**src/hdl/edf_pkg.sv**
```systemverilog
// Shared types, sizes and codes of the deadline-first day scheduler.
`default_nettype none
package edf_pkg;

	localparam int MAX_TASKS = 128;
	localparam int IDX_W     = $clog2(MAX_TASKS);
	localparam int CNT_W     = $clog2(MAX_TASKS + 1);
	localparam int DAY_W     = 16;
	localparam int TIDX_W    = 7;

	localparam logic [1:0] MODE_LOAD  = 2'd0;
	localparam logic [1:0] MODE_TICK  = 2'd1;
	localparam logic [1:0] MODE_CLEAR = 2'd2;
	localparam logic [1:0] MODE_NONE  = 2'd3;

	localparam logic [1:0] ACT_IDLE     = 2'd0;
	localparam logic [1:0] ACT_WORK     = 2'd1;
	localparam logic [1:0] ACT_DEADLINE = 2'd2;
	localparam logic [1:0] ACT_FAILED   = 2'd3;

	// Scan token that walks the cell chain, one cell per cycle.
	typedef struct packed {
		logic             go;
		logic             m_found;
		logic             m_nz;
		logic [IDX_W-1:0] m_idx;
		logic             c_found;
		logic [IDX_W-1:0] c_idx;
		logic [DAY_W-1:0] c_dl;
	} edf_token_t;

	// Request broadcast from the controller to every cell.
	typedef struct packed {
		logic             wr_en;
		logic [IDX_W-1:0] wr_idx;
		logic [DAY_W-1:0] rel;
		logic [DAY_W-1:0] dl;
		logic [DAY_W-1:0] work;
		logic             dec_en;
		logic [IDX_W-1:0] dec_idx;
		logic [DAY_W-1:0] today;
		logic [CNT_W-1:0] count;
	} edf_bcast_t;

endpackage
`default_nettype wire

```
**src/hdl/edf_cell.sv**
```systemverilog
// One task slot of the scheduler chain with its stage of the scan token.
`default_nettype none
module edf_cell (
	input  wire logic                      clk,
	input  wire logic                      arst_n,
	input  wire logic [edf_pkg::IDX_W-1:0] idx,
	input  wire edf_pkg::edf_bcast_t       bc,
	input  wire edf_pkg::edf_token_t       tok_in,
	output edf_pkg::edf_token_t            tok_out
);
	import edf_pkg::*;

	logic [DAY_W-1:0] rel_q;
	logic [DAY_W-1:0] dl_q;
	logic [DAY_W-1:0] rem_q;
	edf_token_t       nxt;
	logic             live;
	logic             match;
	logic             cand;

	always_ff @(posedge clk) begin
		if (bc.wr_en && bc.wr_idx == idx) begin
			rel_q <= bc.rel;
			dl_q  <= bc.dl;
			rem_q <= bc.work;
		end else if (bc.dec_en && bc.dec_idx == idx) begin
			rem_q <= rem_q - 1'b1;
		end
	end

	assign live  = CNT_W'(idx) < bc.count;
	assign match = live && dl_q == bc.today;
	assign cand  = live && rem_q != '0 && rel_q <= bc.today;

	always_comb begin
		nxt = tok_in;
		// The first deadline match wins, so later cells leave it alone.
		if (!tok_in.m_found && match) begin
			nxt.m_found = 1'b1;
			nxt.m_nz    = rem_q != '0;
			nxt.m_idx   = idx;
		end
		// Strictly earlier deadline only, which keeps the lower index on a tie.
		if (cand && (!tok_in.c_found || dl_q < tok_in.c_dl)) begin
			nxt.c_found = 1'b1;
			nxt.c_idx   = idx;
			nxt.c_dl    = dl_q;
		end
	end

	always_ff @(posedge clk or negedge arst_n) begin
		if (!arst_n) begin
			tok_out <= '0;
		end else begin
			tok_out <= nxt;
		end
	end

endmodule
`default_nettype wire

```
**config.mk**
```make
export PLATFORM = sky130hd
export DESIGN_NAME = edf_cell
export DESIGN_NICKNAME = d
export VERILOG_FILES = /design/src/hdl/edf_pkg.sv /design/src/hdl/edf_cell.sv
export SDC_FILE = /design/constraint.sdc
export NUM_CORES = 1
export LEC_CHECK = 0
export ABC_CLOCK_PERIOD_IN_PS = 6200
export BUFFER_PORTS_ARGS = -buffer_cell sky130_fd_sc_hd__buf_2
export CAP_MARGIN = 20
export CORE_ASPECT_RATIO = 0.6
export CORE_MARGIN = 2
export CORE_UTILIZATION = 25
export CTS_CLUSTER_DIAMETER = 40
export DETAILED_ROUTE_END_ITERATION = 12
export GPL_ROUTABILITY_DRIVEN = 0
export PLACE_DENSITY = 0.57
export SLEW_MARGIN = 20
export SYNTH_ARGS = -nofsm -noshare
export SYNTH_HDL_FRONTEND = slang
export SYNTH_SLANG_ARGS = --single-unit
```
**constraint.sdc**
```tcl
create_clock -name clk -period 6.2 [get_ports clk]
set_input_delay 0 -clock clk [delete_from_list [all_inputs] [get_ports clk]]
set_output_delay 0 -clock clk [all_outputs]
set_load 0.005 [all_outputs]
```
==> flow_metrics.env <==
export IMPL_crit_arrival_ps=3850
export IMPL_grt_overflow=0
export IMPL_totalWireLength_mm=13.0
export IMPL_status="complete, no violations"
export IMPL_r2r_end="tok_out[16]$_DFF_PN0_"
export IMPL_synth_xor_area_share_pct=8.61
export IMPL_grt_start_max_net_pins=66
export IMPL_drt_iter0_drc=180
export IMPL_synthSimpleGateAreaFrac_pct=8.25
export IMPL_synth_area_um2=4470
export IMPL_grtUsageTotal_pct=13.8
export IMPL_crit_family="simple AND/OR/NAND/NOR gates"
export IMPL_crit_chain="ha_1 > and4_1 > nand3_1 > or3_1 > or2_0 > o31ai_1 > or3b_1 > buf_4 > mux2_4 > dlygate4sd3_1"
export IMPL_synthCells=371
export IMPL_htreeDepth=3
export IMPL_dp_worst_setup_slack_ps=3130
export IMPL_reg2regPathDepth=10
export IMPL_cts_root_buffer="clkbuf_16"
export IMPL_r2r_start="rel_q[15]$_DFFE_PP_"
export IMPL_rsz0062_at_grt="false"
export IMPL_worst_pin_slew_ps=806
export IMPL_insertion_delay_ps=340
export IMPL_cpPeakStageDelay_ps=560
export IMPL_start_kind="flop"
export IMPL_wl_met3_um=745
export IMPL_nNetsFinal=801
export IMPL_cts_tree="yes"
export IMPL_wl_per_cell_um=14.9
export IMPL_min_to="tok_out[25]$_DFF_PN0_"
export IMPL_synth_top_family_by_area="adder cells"
export IMPL_synthAdderAreaFrac_pct=10.6
export IMPL_setup_tns_ps=0
export IMPL_regToRegSetupSlack_ps=2580
export IMPL_required_ps=6420
export IMPL_finalHoldViolCount=0
export IMPL_power_density_nw_per_um2=198
export IMPL_cts_made_buffers=9
export IMPL_slowest_stage="dlygate4sd3_1"
export IMPL_cap_violations=0
export IMPL_comb_power_share_pct=16.9
export IMPL_core_area_um2=17300
export IMPL_synth_compound_area_share_pct=6.96
export IMPL_max_slew_margin_pct=46.1
export IMPL_top_layer_used="met4"
export IMPL_p_seq_share_pct=45.3
export IMPL_clockPowerShare_pct=37.8
export IMPL_layout_commonest_cell="buf_2"
export IMPL_clkTransAtPathRegs_ps=60
export IMPL_final_period_utilization_pct=58.5
export IMPL_vias_per_cell=4.21
export IMPL_netlist_area_leader_share_pct=32.2
export IMPL_ctsResizeCount=0
export IMPL_layout_common_cells="buf_2 (164), dlygate4sd3_1 (90), edfxtp_1 (48), inv_1 (41), ha_1 (38)"
export IMPL_yosys_area_top_type="edfxtp_1"
export IMPL_skew_ps=7.45
export IMPL_die_area_um2=19000
export IMPL_dr_pass1_iters=4
export IMPL_yosys_register_bits=82
export IMPL_critical_path_buf_inv_count=2
export IMPL_setup_viol=0
export IMPL_finalWorstPathRequiredPeriod_ps=3620
export IMPL_die_x_um=177
export IMPL_end_kind="flop"
export IMPL_setup_ws_ps=2580
export IMPL_grt_pass1_vias=3764
export IMPL_antenna_found_initial=0
export IMPL_drt_met1_wl_mm=6.53
export IMPL_synthMuxAreaShare_pct=9.48
export IMPL_ios=165
export IMPL_p_int_mw=1.02
export IMPL_ys_warn_count=0
export IMPL_ys_types=35
export IMPL_place_hpwl_mm=10.1
export IMPL_area_growth_pct=50.5
export IMPL_holdCritStartpoint="idx[1]"
export IMPL_start_util_pct=25.8
export IMPL_final_layout_size_suffix_gt1_share_pct=33.8
export IMPL_std_cell_rows=37
export IMPL_wl_met2_mm=5.56
export IMPL_dp_cells=765
export IMPL_synth_net_count=540
export IMPL_clk_path_buf_depth=2
export IMPL_slew_viol_final=0
export IMPL_power_leakage_nw=2.99
export IMPL_p_sw_mw=0.318
export IMPL_syn_avg_cell_area_um2=12.1
export IMPL_port_buffers=164
export IMPL_fin_cells=873
export IMPL_synthTopCellsByArea="edfxtp_1 (32%), dfrtp_1 (19%), ha_1 (11%)"
export IMPL_p_sw_share_pct=23.9
export IMPL_clock_sinks=82
export IMPL_antenna_left=0
export IMPL_grt_first_pass_wirelength_mm=19.6
export IMPL_vias=3678
export IMPL_yosysSeqAreaShare_pct=51.2
export IMPL_max_freq_mhz=276
export IMPL_die_h_um=108
export IMPL_path_class="flop to flop"
export IMPL_holdPathStages=2
export IMPL_hold_path_class="input port to flop"
export IMPL_cp_max_fo=18
export IMPL_drc=0
export IMPL_ir_worst_vdd_mv=0.0982
-- kinds of logic (layout without fill, tap and decap cells) --
kind of cell               after synthesis  in the layout
DFF                                     82             82
and+or+nand+nor                         75             75
AOI/OAI and AO/OA                       54             54
buffers and inverters                   47            313
xor gates and xnor gates                44             44
adders and majority gates               38             38
muxes                                   31             31
other                                    0              2
-- final cells by class --
class	instances	area, um^2
Clock buffer	10	239
Antenna cell	2	5.00
Sequential cell	82	2290
Timing Repair Buffer	256	1740
Fill cell	1700	10600
Tap cell	234	293
Inverter	41	154
Multi-Input combinational cell	242	1970
Clock inverter	6	42.5
-- timing repair --
item,CTS,global route
setup buffers,0,0
hold buffers,90,0
endpoints found under the hold margin,116,0
-- metrics by stage --
| stage | hold slack (ps) | utilization [%] | total power [mW] | instance area, um^2 |
|---|---|---|---|---|
| after floorplan | -296 | - | 0.708 | 4470 |
| after global placement | 113 | 32.0 | 0.790 | 5550 |
| after detailed placement | 118 | 32.0 | 0.796 | 5550 |
| after CTS | 2.74 | 38.9 | 1.35 | 6730 |
| after global routing | 15.4 | 38.9 | 1.39 | 6730 |
| final | 14.8 | 38.9 | 1.33 | 6740 |
-- registers in the layout (all words and copies together) (netlist names) --
name,count
rem_q,16
dl_q,16
rel_q,16
tok_out,34
-- power groups by stage --
stage                     Sequential [mW]  Combinational, mW  Clock [mW]
after floorplan                     0.618             0.0900           0
after global placement              0.616              0.175           0
after detailed placement            0.616              0.180           0
after CTS                           0.605              0.227       0.522
after global routing                0.607              0.248       0.539
final                               0.605              0.225       0.504
-- cell usage after synthesis --
library cell	number
nor4_1	3
a31o_2	2
mux2_4	20
buf_6	1
a21oi_1	17
clkbuf_1	3
o21bai_1	1
o211ai_1	4
nand2_1	28
mux2_2	11
o31ai_1	1
nand2b_1	4
ha_1	38
a211oi_1	3
or3b_1	1
or2_0	1
inv_1	41
xor2_1	12
nor2b_1	2
nor3_1	8
or4_1	1
nor2_1	9
nand4_1	9
o21ai_0	22
buf_12	2
xnor2_1	32
dfrtp_1	34
a21o_1	2
nand3_1	5
o22ai_1	1
nand4b_1	1
and4_1	1
or3_1	2
edfxtp_1	48
a41o_1	1
-- how the worst max path moves through the flow --
stage                       endpoint                start  cells after the start  slack [ps]
2_1_floorplan  tok_out[10]$_DFF_PN0_  rel_q[14]$_DFFE_PP_                     10        3560
3_3_place_gp   tok_out[11]$_DFF_PN0_    dl_q[2]$_DFFE_PP_                      9        3170
3_5_place_dp    tok_out[3]$_DFF_PN0_  rel_q[15]$_DFFE_PP_                      9        3130
4_1_cts        tok_out[17]$_DFF_PN0_  rel_q[15]$_DFFE_PP_                     10        2590
5_1_grt        tok_out[16]$_DFF_PN0_    dl_q[4]$_DFFE_PP_                     10        2410
6_report       tok_out[16]$_DFF_PN0_  rel_q[15]$_DFFE_PP_                     10        2580
-- per-layer routing --
| metal | GRT usage [%] | vias to the layer above |
|---|---|---|
| met1 | 19.2 | 1724 |
| li1 | - | 1831 |
| met3 | 3.88 | 14 |
| met4 | 4.25 | 0 |
| met5 | 0 | - |
| met2 | 20.9 | 109 |
(Power assumes the default switching activity.)
