## config.mk

```make
export PLATFORM = sky130hd
export DESIGN_NAME = edf_ctrl
export DESIGN_NICKNAME = d
export VERILOG_FILES = /design/src/hdl/edf_pkg.sv /design/src/hdl/edf_ctrl.sv
export SDC_FILE = /design/constraint.sdc
export NUM_CORES = 1
export LEC_CHECK = 0
export BUFFER_PORTS_ARGS = -buffer_cell sky130_fd_sc_hd__clkbuf_2
export CAP_MARGIN = 20
export CORE_ASPECT_RATIO = 0.6
export CORE_MARGIN = 3
export CORE_UTILIZATION = 44
export CTS_CLUSTER_DIAMETER = 40
export DETAILED_ROUTE_END_ITERATION = 6
export PLACE_DENSITY = 0.81
export SYNTH_ARGS = -nofsm -noshare
export SYNTH_HDL_FRONTEND = slang
export SYNTH_SLANG_ARGS = --single-unit
```

## constraint.sdc

```tcl
create_clock -name clk -period 2.16 [get_ports clk]
set_input_delay 0.108 -clock clk [delete_from_list [all_inputs] [get_ports clk]]
set_output_delay 0.108 -clock clk [all_outputs]
set_load 0.01 [all_outputs]
```

## src/hdl/edf_pkg.sv

```systemverilog
// Shared types, sizes and codes of the deadline-first day scheduler.
`default_nettype none
package edf_pkg;

	localparam int MAX_TASKS = 128;
	localparam int IDX_W     = $clog2(MAX_TASKS);
	localparam int CNT_W     = $clog2(MAX_TASKS + 1);
	localparam int DAY_W     = 16;
	localparam int TIDX_W    = 7;

	localparam logic [1:0] MODE_LOAD  = 2'd0;
	localparam logic [1:0] MODE_TICK  = 2'd1;
	localparam logic [1:0] MODE_CLEAR = 2'd2;
	localparam logic [1:0] MODE_NONE  = 2'd3;

	localparam logic [1:0] ACT_IDLE     = 2'd0;
	localparam logic [1:0] ACT_WORK     = 2'd1;
	localparam logic [1:0] ACT_DEADLINE = 2'd2;
	localparam logic [1:0] ACT_FAILED   = 2'd3;

	// Scan token that walks the cell chain, one cell per cycle.
	typedef struct packed {
		logic             go;
		logic             m_found;
		logic             m_nz;
		logic [IDX_W-1:0] m_idx;
		logic             c_found;
		logic [IDX_W-1:0] c_idx;
		logic [DAY_W-1:0] c_dl;
	} edf_token_t;

	// Request broadcast from the controller to every cell.
	typedef struct packed {
		logic             wr_en;
		logic [IDX_W-1:0] wr_idx;
		logic [DAY_W-1:0] rel;
		logic [DAY_W-1:0] dl;
		logic [DAY_W-1:0] work;
		logic             dec_en;
		logic [IDX_W-1:0] dec_idx;
		logic [DAY_W-1:0] today;
		logic [CNT_W-1:0] count;
	} edf_bcast_t;

endpackage
`default_nettype wire

```

## src/hdl/edf_ctrl.sv

```systemverilog
// Request decoder, day counter and result register of the scheduler.
`default_nettype none
module edf_ctrl (
	input  wire logic                       clk,
	input  wire logic                       arst_n,
	input  wire logic                       start,
	output logic                            busy,
	input  wire logic [1:0]                 mode,
	input  wire logic [edf_pkg::DAY_W-1:0]  release_day,
	input  wire logic [edf_pkg::DAY_W-1:0]  deadline_day,
	input  wire logic [edf_pkg::DAY_W-1:0]  work_days,
	output logic                            strobe,
	output logic [1:0]                      action,
	output logic [edf_pkg::TIDX_W-1:0]      task_index,
	output logic [edf_pkg::DAY_W-1:0]       day,
	output edf_pkg::edf_bcast_t             bc,
	output edf_pkg::edf_token_t             tok_head,
	input  wire edf_pkg::edf_token_t        tok_tail
);
	import edf_pkg::*;

	typedef enum logic {S_IDLE, S_SCAN} state_t;

	state_t           state_q;
	logic [CNT_W-1:0] count_q;
	logic [DAY_W-1:0] day_q;
	logic             failed_q;
	logic             start_q;
	logic             accept;
	logic             room;
	logic [DAY_W-1:0] day_inc;
	logic             scan_done;

	assign busy      = state_q == S_SCAN;
	assign accept    = start && !busy;
	assign room      = count_q < CNT_W'(MAX_TASKS);
	assign day_inc   = (day_q != '1) ? day_q + 1'b1 : day_q;
	assign scan_done = state_q == S_SCAN && tok_tail.go;

	always_comb begin
		bc.wr_en   = accept && mode == MODE_LOAD && room;
		bc.wr_idx  = count_q[IDX_W-1:0];
		bc.rel     = release_day;
		bc.dl      = deadline_day;
		bc.work    = work_days;
		bc.dec_en  = scan_done && !tok_tail.m_found && tok_tail.c_found;
		bc.dec_idx = tok_tail.c_idx;
		bc.today   = day_q;
		bc.count   = count_q;
	end

	always_comb begin
		tok_head         = '0;
		tok_head.go      = start_q;
	end

	always_ff @(posedge clk or negedge arst_n) begin
		if (!arst_n) begin
			state_q    <= S_IDLE;
			count_q    <= '0;
			day_q      <= '0;
			failed_q   <= 1'b0;
			start_q    <= 1'b0;
			strobe     <= 1'b0;
			action     <= ACT_IDLE;
			task_index <= '0;
			day        <= '0;
		end else begin
			strobe  <= 1'b0;
			start_q <= 1'b0;
			unique case (state_q)
				S_IDLE: begin
					if (accept) begin
						unique case (mode)
							MODE_LOAD: begin
								if (room) count_q <= count_q + 1'b1;
							end
							MODE_TICK: begin
								day_q <= day_inc;
								if (failed_q) begin
									strobe     <= 1'b1;
									action     <= ACT_FAILED;
									task_index <= '0;
									day        <= day_inc;
								end else begin
									start_q <= 1'b1;
									state_q <= S_SCAN;
								end
							end
							MODE_CLEAR: begin
								count_q  <= '0;
								day_q    <= '0;
								failed_q <= 1'b0;
							end
							MODE_NONE: begin
							end
						endcase
					end
				end
				S_SCAN: begin
					if (tok_tail.go) begin
						strobe  <= 1'b1;
						day     <= day_q;
						state_q <= S_IDLE;
						if (tok_tail.m_found) begin
							task_index <= TIDX_W'(tok_tail.m_idx);
							if (tok_tail.m_nz) begin
								action   <= ACT_FAILED;
								failed_q <= 1'b1;
							end else begin
								action <= ACT_DEADLINE;
							end
						end else if (tok_tail.c_found) begin
							action     <= ACT_WORK;
							task_index <= TIDX_W'(tok_tail.c_idx);
						end else begin
							action     <= ACT_IDLE;
							task_index <= '0;
						end
					end
				end
			endcase
		end
	end

endmodule
`default_nettype wire

```

==> results of run 1 <==
==> worst reg2reg max path, cell delays in order (launching register included) <==
cell and delay [ns]:
dfrtp_1 0.37, ha_1 0.27, nand4_2 0.21, or4_1 0.73
mux2i_1 0.23, o21ai_1 0.09
==> state kept, by name, summed over array words and instances, names as in the netlist <==
register,count
action,2
count_q,8
day_q,16
task_index,7
strobe,1
start_q,1
day,16
failed_q,1
busy,1
==> logic make-up (layout without fill, tap and decap cells) <==
family	count (synthesis)	after routing	share of synthesized area [%]
buffers and inverters	136	132	23.7
multiplexers	6	6	1.59
AND/OR/NAND/NOR	131	131	19.5
flip-flops	53	53	35.2
AO/OA/AOI/OAI	98	98	18.2
adder cells (fa/ha/maj)	5	5	1.66
other	1	33	0.0996
==> worst max path at each step <==
stage | end | startpoint | depth (start not counted)
after detailed placement | day_q[1] | day_q[1] | 5
final | day_q[1] | day_q[1] | 5
after CTS | day_q[1] | day_q[1] | 5
after global placement | day[1] | day_q[0] | 5
after floorplan | day[1] | day_q[1] | 6
after global routing | day_q[1] | day_q[1] | 5
==> cells in the final DEF (no fill, tap or decap), drive strengths merged, types with 2 or more instances in the layout <==
cell type / netlist / final
o22ai: 4 / 4
nor2b: 3 / 3
nand2: 25 / 25
o21ai: 22 / 22
a31o: 3 / 3
mux2i: 6 / 6
nor2: 13 / 13
nor3b: 2 / 2
conb: 1 / 33
nand3: 23 / 23
dfrtp: 53 / 53
o311a: 2 / 2
ha: 5 / 5
o311ai: 3 / 3
buf: 105 / 22
inv: 11 / 11
a31oi: 2 / 2
and3: 6 / 6
nor3: 21 / 21
a21oi: 16 / 16
a221oi: 3 / 3
and2: 3 / 3
nor4: 8 / 8
clkbuf: 20 / 96
o31ai: 4 / 4
nand4: 8 / 8
nand3b: 2 / 2
a22oi: 10 / 10
a2bb2oi: 2 / 2
and4: 6 / 6
or4: 3 / 3
a211oi: 6 / 6
a221o: 3 / 3
or3: 2 / 2
nand2b: 3 / 3
o211ai: 7 / 7
==> through the flow <==
| step | std cells | utilization [%] | power, µW | hold slack, ns |
|---|---|---|---|---|
| 2_1_floorplan | 462 | - | 2330 | -0.188 |
| 3_3_place_gp | 557 | 46.7 | 2650 | 0.216 |
| 3_5_place_dp | 557 | 46.7 | 2700 | 0.216 |
| 4_1_cts | 566 | 48.9 | 3640 | 0.0369 |
| 5_1_grt | 566 | 48.9 | 3850 | 0.0580 |
| 6_report | 566 | 48.9 | 3610 | 0.0481 |
==> routing by layer <==
metal  vias up  global-route usage, %  part of all wire, %
met5         -                      0                    0
met4         0                   5.52                  1.0
met3        10                   7.08                   11
met2       198                   29.9                   45
met1      1565                   27.4                   44
li1       1490                      -                    -
==> cell type report <==
class	count	area, µm²
Tap cell	108	135
Fill cell	796	4140
Multi-Input combinational cell	273	1670
Inverter	11	41.3
Timing Repair Buffer	113	626
Clock buffer	6	129
Sequential cell	53	1330
Clock inverter	2	38.8
==> power groups by stage <==
stage	Sequential, µW	Combinational, µW	Clock (µW)
after floorplan	1560	775	0
after global placement	1450	1210	0
after detailed placement	1460	1230	0
after CTS	1450	1240	951
after global routing	1480	1370	996
final	1450	1230	932
==> summary.txt, run 1 <==
Floorplan
  – # IOs: 236
  – Die ar.: 0.00974 mm²
  – # rows: 25
  – Die width: 125 µm
  – Starting density of the core: 46.5%
  – Die Span Y: 77.7 µm
  – Total core area: 0.00810 mm²

Worst setup path
  – Data arrival time at the worst-slack endpoint: 2.20 ns
  – Max FO, Critical Path: 6
  – Slowest cell on crit path: or4_1
  – Critical path class: reg2reg
  – FF-to-FF End: day_q[1]
  – R2R depth: 5
  – Crit start category: flop
  – Crit. End Element: flop
  – WP data required: 2.34 ns
  – Max incr delay on CP: 0.73 ns
  – Critical path cell sequence: ha_1 > nand4_2 > or4_1 > mux2i_1 > o21ai_1
  – CP delay by family, top: simple AND/OR/NAND/NOR gates
  – RR Startpoint: day_q[1]
  – Reg2reg setup slack: 0.13 ns
  – CP bufs+invs: 0

Power and ir drop
  – Combinational share of power: 34.1%
  – Sw Pwr: 1310 µW
  – Cell internal pwr: 2310 µW
  – Switching part of the total: 36.1%
  – Seq pwr share: 40.1%
  – Clk network pwr share: 25.8%
  – Pwr Density: 912 mW/mm²
  – VDD IR-drop max: 0.414 mV
  – Leakage dissipation: 0.00192 µW

Routing
  – Residual DRC: 0
  – Post-Route WL: 9.69 mm
  – Total number of vias: 3263
  – Antenna viol nets, final: 0
  – Avg Vias per Cell: 5.77
  – 1st-iter DRT viols: 339
  – Drt pass-1 iters: 5
  – Drt wl/cell: 17.1 µm

Yosys
  – Number of synthesized register bits: 53
  – Number of synthesized flops with an enable pin: 0
  – Synth Instances: 430
  – Area of the mapped netlist: 0.00377 mm²
  – Yosys top cell area share: 35.2%
  – Synth top cells by count: buf_4, dfrtp_1, nand2_1
  – Ranking of synthesized cells by area: dfrtp_1, buf_4, nand3_1
  – Synth area leader: dfrtp_1
  – Main flop type after synthesis: dfrtp_1
  – Syn_area_per_cell: 8.76 µm²
  – Post-synth ARST share: 100%
  – Sequential fraction of the synthesis area: 35.2%
  – Unique masters post-synth: 58
  – Synth warn: 0
  – Cell with the most instances after synthesis: buf_4

Flow run
  – Maxcap violations: 0

GRT
  – GR Util All Layers: 20.0%
  – Overflow after GRT: 0
  – Vias in the first global route: 3158
  – Initial antenna violation count: 0
  – First-pass GRT wire length: 16.0 mm
  – Largest net degree at the start of global routing: 54

Placement
  – Placed cell area: 0.00379 mm²
  – Port Buffers: 90
  – Dpl ws: 0.186 ns
  – DP HPWL: 7.13 mm
  – Routability-driven placement congestion ratio: 0.885

STA
  – RSZ-0062 raised after global routing: false
  – Slew HR: 54.0%
  – Post-layout minimum cycle time: 2.03 ns
  – Worst-Margin Slew: 0.690 ns
  – Slew Viols, Final: 0
  – Max Clock Skew: 0.00617 ns
  – Setup ws final: 0.134 ns
  – Setup_tns: 0 ns
  – Fin. Hold Viols: 0
  – Final Cycle Share: 93.8%
  – Fmax: 494 MHz
  – Finish-stage setup viols: 0

Clock tree
  – Post-CTS Setup Bufs: 0
  – CTS Buffer Depth: 2
  – H-tree levels: 2
  – CTS buffer count: 5
  – CTS clk-pin slew, worst paths: 0.07 ns
  – Clk Latency, worst-skew pair: 0.30 ns
  – Clock Sinks: 53
  – CTS tree: built
  – CTS root buf: clkbuf_16
  – Cts repair resizes: 0
  – CTS Hold Bufs: 1

Cells and area
  – Diodes inserted: 0
  – Fin nets: 549
  – Share of cells above drive strength 1: 27.9%
  – Area grow syn2layout: 5.25%
  – Post-route cell area: 0.00396 mm²

Hold path
  – Worst Hold Endpoint: busy
  – Hold Path Class: in2reg
  – Worst hold stages: 2
  – Worst hold start: tok_tail[33]

Run status
  – Status: completed
No activity file was read; power rests on OpenSTA's default activity.
==> run 2, diff against run 1 <==
RECOVER_POWER = 50   (was default)
REMOVE_ABC_BUFFERS = 1   (was default)
==> run 2 against run 1 <==
Net effect:
- sequential share of layout area rose by 0.46 points
- first-iteration DRC count fell by 18%
- clock skew fell by 0.00064 ns
- final area fell by 1.4%
- count of clock-buffer cells in the layout did not move
- worst hold slack got worse by 0.026 ns
- fmax rose by 3.6%
- worst setup slack improved by 0.070 ns
- critical endpoint unchanged
- core utilization fell by 0.66 points
- critical path depth did not move
- non-clock buffer count fell by 1
==> summary.txt, run 2 (synthesis gave the netlist of run 1 again) <==
Cells and area
  – Share of cells above drive strength 1: 18.8% (was 27.9%)
  – Final core occ: 48.3% (was 48.9%)
  – Commonest non-fill, non-tap cells in the layout: dfrtp_1, clkbuf_2, clkbuf_1, conb_1, nand2_1 (was clkbuf_2, dfrtp_1, conb_1, nand2_1, nand3_1)
  – Largest regs: day (16), day_q (16), count_q (8) (unchanged)
  – Most common cell after layout, fill and taps aside: dfrtp_1 (was clkbuf_2)
  – Fin nets: 548 (was 549)
  – Fin cells: 565 (was 566)
  – Area grow syn2layout: 3.82% (was 5.25%)
  – Diodes inserted: 0 (unchanged)

Clock tree
  – CTS Buffer Depth: 2 (unchanged)
  – Clk Latency, worst-skew pair: 0.30 ns (about the same)
  – CTS buffer count: 5 (unchanged)
  – CTS tree: built (unchanged)
  – CTS root buf: clkbuf_16 (unchanged)
  – Clock Sinks: 53 (unchanged)
  – CTS clk-pin slew, worst paths: 0.07 ns (about the same)
  – H-tree levels: 2 (unchanged)
  – Cts repair resizes: 0 (unchanged)

Placement
  – Post-Place Cells: 556 (was 557)
  – DP HPWL: 9.43 mm (was 7.13 mm)
  – Routability-driven placement congestion ratio: 0.972 (was 0.885)
  – Port Buffers: 90 (unchanged)
  – Dpl ws: 0.212 ns (was 0.186 ns)

STA
  – Setup_tns: 0 ns (unchanged)
  – Post-layout minimum cycle time: 1.96 ns (was 2.03 ns)
  – Slew Viols, Final: 0 (unchanged)
  – Final Cycle Share: 90.6% (was 93.8%)
  – Worst-Margin Slew: 1.37 ns (was 0.690 ns)
  – Setup ws final: 0.203 ns (was 0.134 ns)
  – Max Clock Skew: 0.00553 ns (was 0.00617 ns)
  – Finish-stage setup viols: 0 (unchanged)
  – Fin. Hold Viols: 0 (unchanged)
  – Fmax: 511 MHz (was 494 MHz)
  – Slew HR: 8.35% (was 54.0%)
  – RSZ-0062 raised after global routing: false (unchanged)

Power and ir drop
  – Cell internal pwr: 2280 µW (was 2310 µW)
  – Combinational share of power: 32.7% (was 34.1%)
  – Clk network pwr share: 26.7% (was 25.8%)
  – Sw Pwr: 1310 µW (about the same)
  – Pwr Density: 917 mW/mm² (was 912 mW/mm²)
  – Leakage dissipation: 0.00178 µW (was 0.00192 µW)
  – VDD IR-drop max: 0.489 mV (was 0.414 mV)
  – Switching part of the total: 36.4% (was 36.1%)
  – Seq pwr share: 40.6% (was 40.1%)
  – Power consumption: 3580 µW (was 3610 µW)

Hold path
  – Worst hold start: tok_tail[33] (unchanged)
  – Hold Path Class: in2reg (unchanged)
  – Worst hold stages: 2 (unchanged)

Floorplan
  – Total core area: 0.00810 mm² (unchanged)
  – # IOs: 236 (unchanged)
  – Starting density of the core: 46.5% (unchanged)
  – # rows: 25 (unchanged)
  – Die width: 125 µm (unchanged)
  – Die Span Y: 77.7 µm (unchanged)
  – Die ar.: 0.00974 mm² (unchanged)

GRT
  – GR Util All Layers: 25.1% (was 20.0%)
  – Largest net degree at the start of global routing: 54 (unchanged)
  – First-pass GRT wire length: 18.7 mm (was 16.0 mm)
  – Initial antenna violation count: 0 (unchanged)
  – Vias in the first global route: 3014 (was 3158)
  – Overflow after GRT: 0 (unchanged)

Worst setup path
  – Reg2reg setup slack: 0.20 ns (was 0.13 ns)
  – RR Startpoint: day_q[0] (was day_q[1])
  – Crit start category: flop (unchanged)
  – WP data required: 2.34 ns (about the same)
  – Crit path from: day_q[0] (was day_q[1])
  – R2R depth: 5 (unchanged)
  – Data arrival time at the worst-slack endpoint: 2.14 ns (was 2.20 ns)
  – Max FO, Critical Path: 6 (unchanged)
  – Critical path class: reg2reg (unchanged)
  – Crit. End Element: flop (unchanged)

Routing
  – Post-Route WL: 12.4 mm (was 9.69 mm)
  – Antenna viol nets, final: 0 (unchanged)
  – Drt wl/cell: 21.9 µm (was 17.1 µm)
  – Total number of vias: 3326 (was 3263)
  – 1st-iter DRT viols: 277 (was 339)
  – Avg Vias per Cell: 5.89 (was 5.77)
  – Residual DRC: 0 (unchanged)
  – Drt pass-1 iters: 5 (unchanged)

Run status
  – Status: completed (unchanged)

Flow run
  – Maxcap violations: 0 (unchanged)
-- run 2: cell count changes in the layout (fill, tap and decap cells not counted) --
cell,delta
clkbuf_8,+1
clkbuf_1,+41
clkbuf_2,-41
clkinv_4,-1
buf_4,-2
clkinvlp_4,+1
-- run 2: cell type report --
class,instances,area (µm²)
repair buffers,112,563
well taps,108,135
inverters,11,41.3
flip-flops and latches,53,1330
clock inverters,2,37.5
clock buffers,6,139
fillers,812,4190
multi-input cells,273,1670
-- run 2: worst paths after layout --
kind,endpoint
max,day_q[1]
min,busy
max reg2reg,day_q[1]
min reg2reg,task_index[5]
max in group asynchronous,task_index[1]
min in group asynchronous,day[7]
-- run 2: timing repair --
action                                  4_1_cts  5_1_grt
buffers inserted                              0        0
endpoints found under the setup margin        0        0
hold buffers                                  1        0
endpoints found under the hold margin        53        0
-- run 2: power groups by stage --
| stage | sequential [µW] | clock, µW | combinational [µW] |
|---|---|---|---|
| 2_1_floorplan | 1610 | 0 | 495 |
| 3_3_place_gp | 1450 | 0 | 1200 |
| 3_5_place_dp | 1470 | 0 | 1230 |
| 4_1_cts | 1460 | 985 | 1230 |
| 5_1_grt | 1490 | 1020 | 1300 |
| 6_report | 1460 | 957 | 1170 |
-- run 2: critical path, stage by stage, from the launching register on --
cell and delay [ns]:
dfrtp_1 0.36, ha_1 0.26, nand4_2 0.20, or4_1 0.73
mux2i_1 0.21, o21ai_1 0.08
-- run 2: metal layers --
layer	track usage [%]	vias to the layer above	share of wire [%]
li1	-	1484	-
met1	35.9	1602	45
met2	29.2	222	37
met3	17.5	14	16
met4	4.87	4	0.84
met5	10.2	-	0.77
-- run 2: through the flow --
step | hold slack [ns] | area [µm²]
floorplan | -0.188 | 3040
global placement | 0.216 | 3780
detailed placement | 0.216 | 3780
CTS | 0.0164 | 3970
global route | 0.0403 | 3910
finish | 0.0223 | 3910
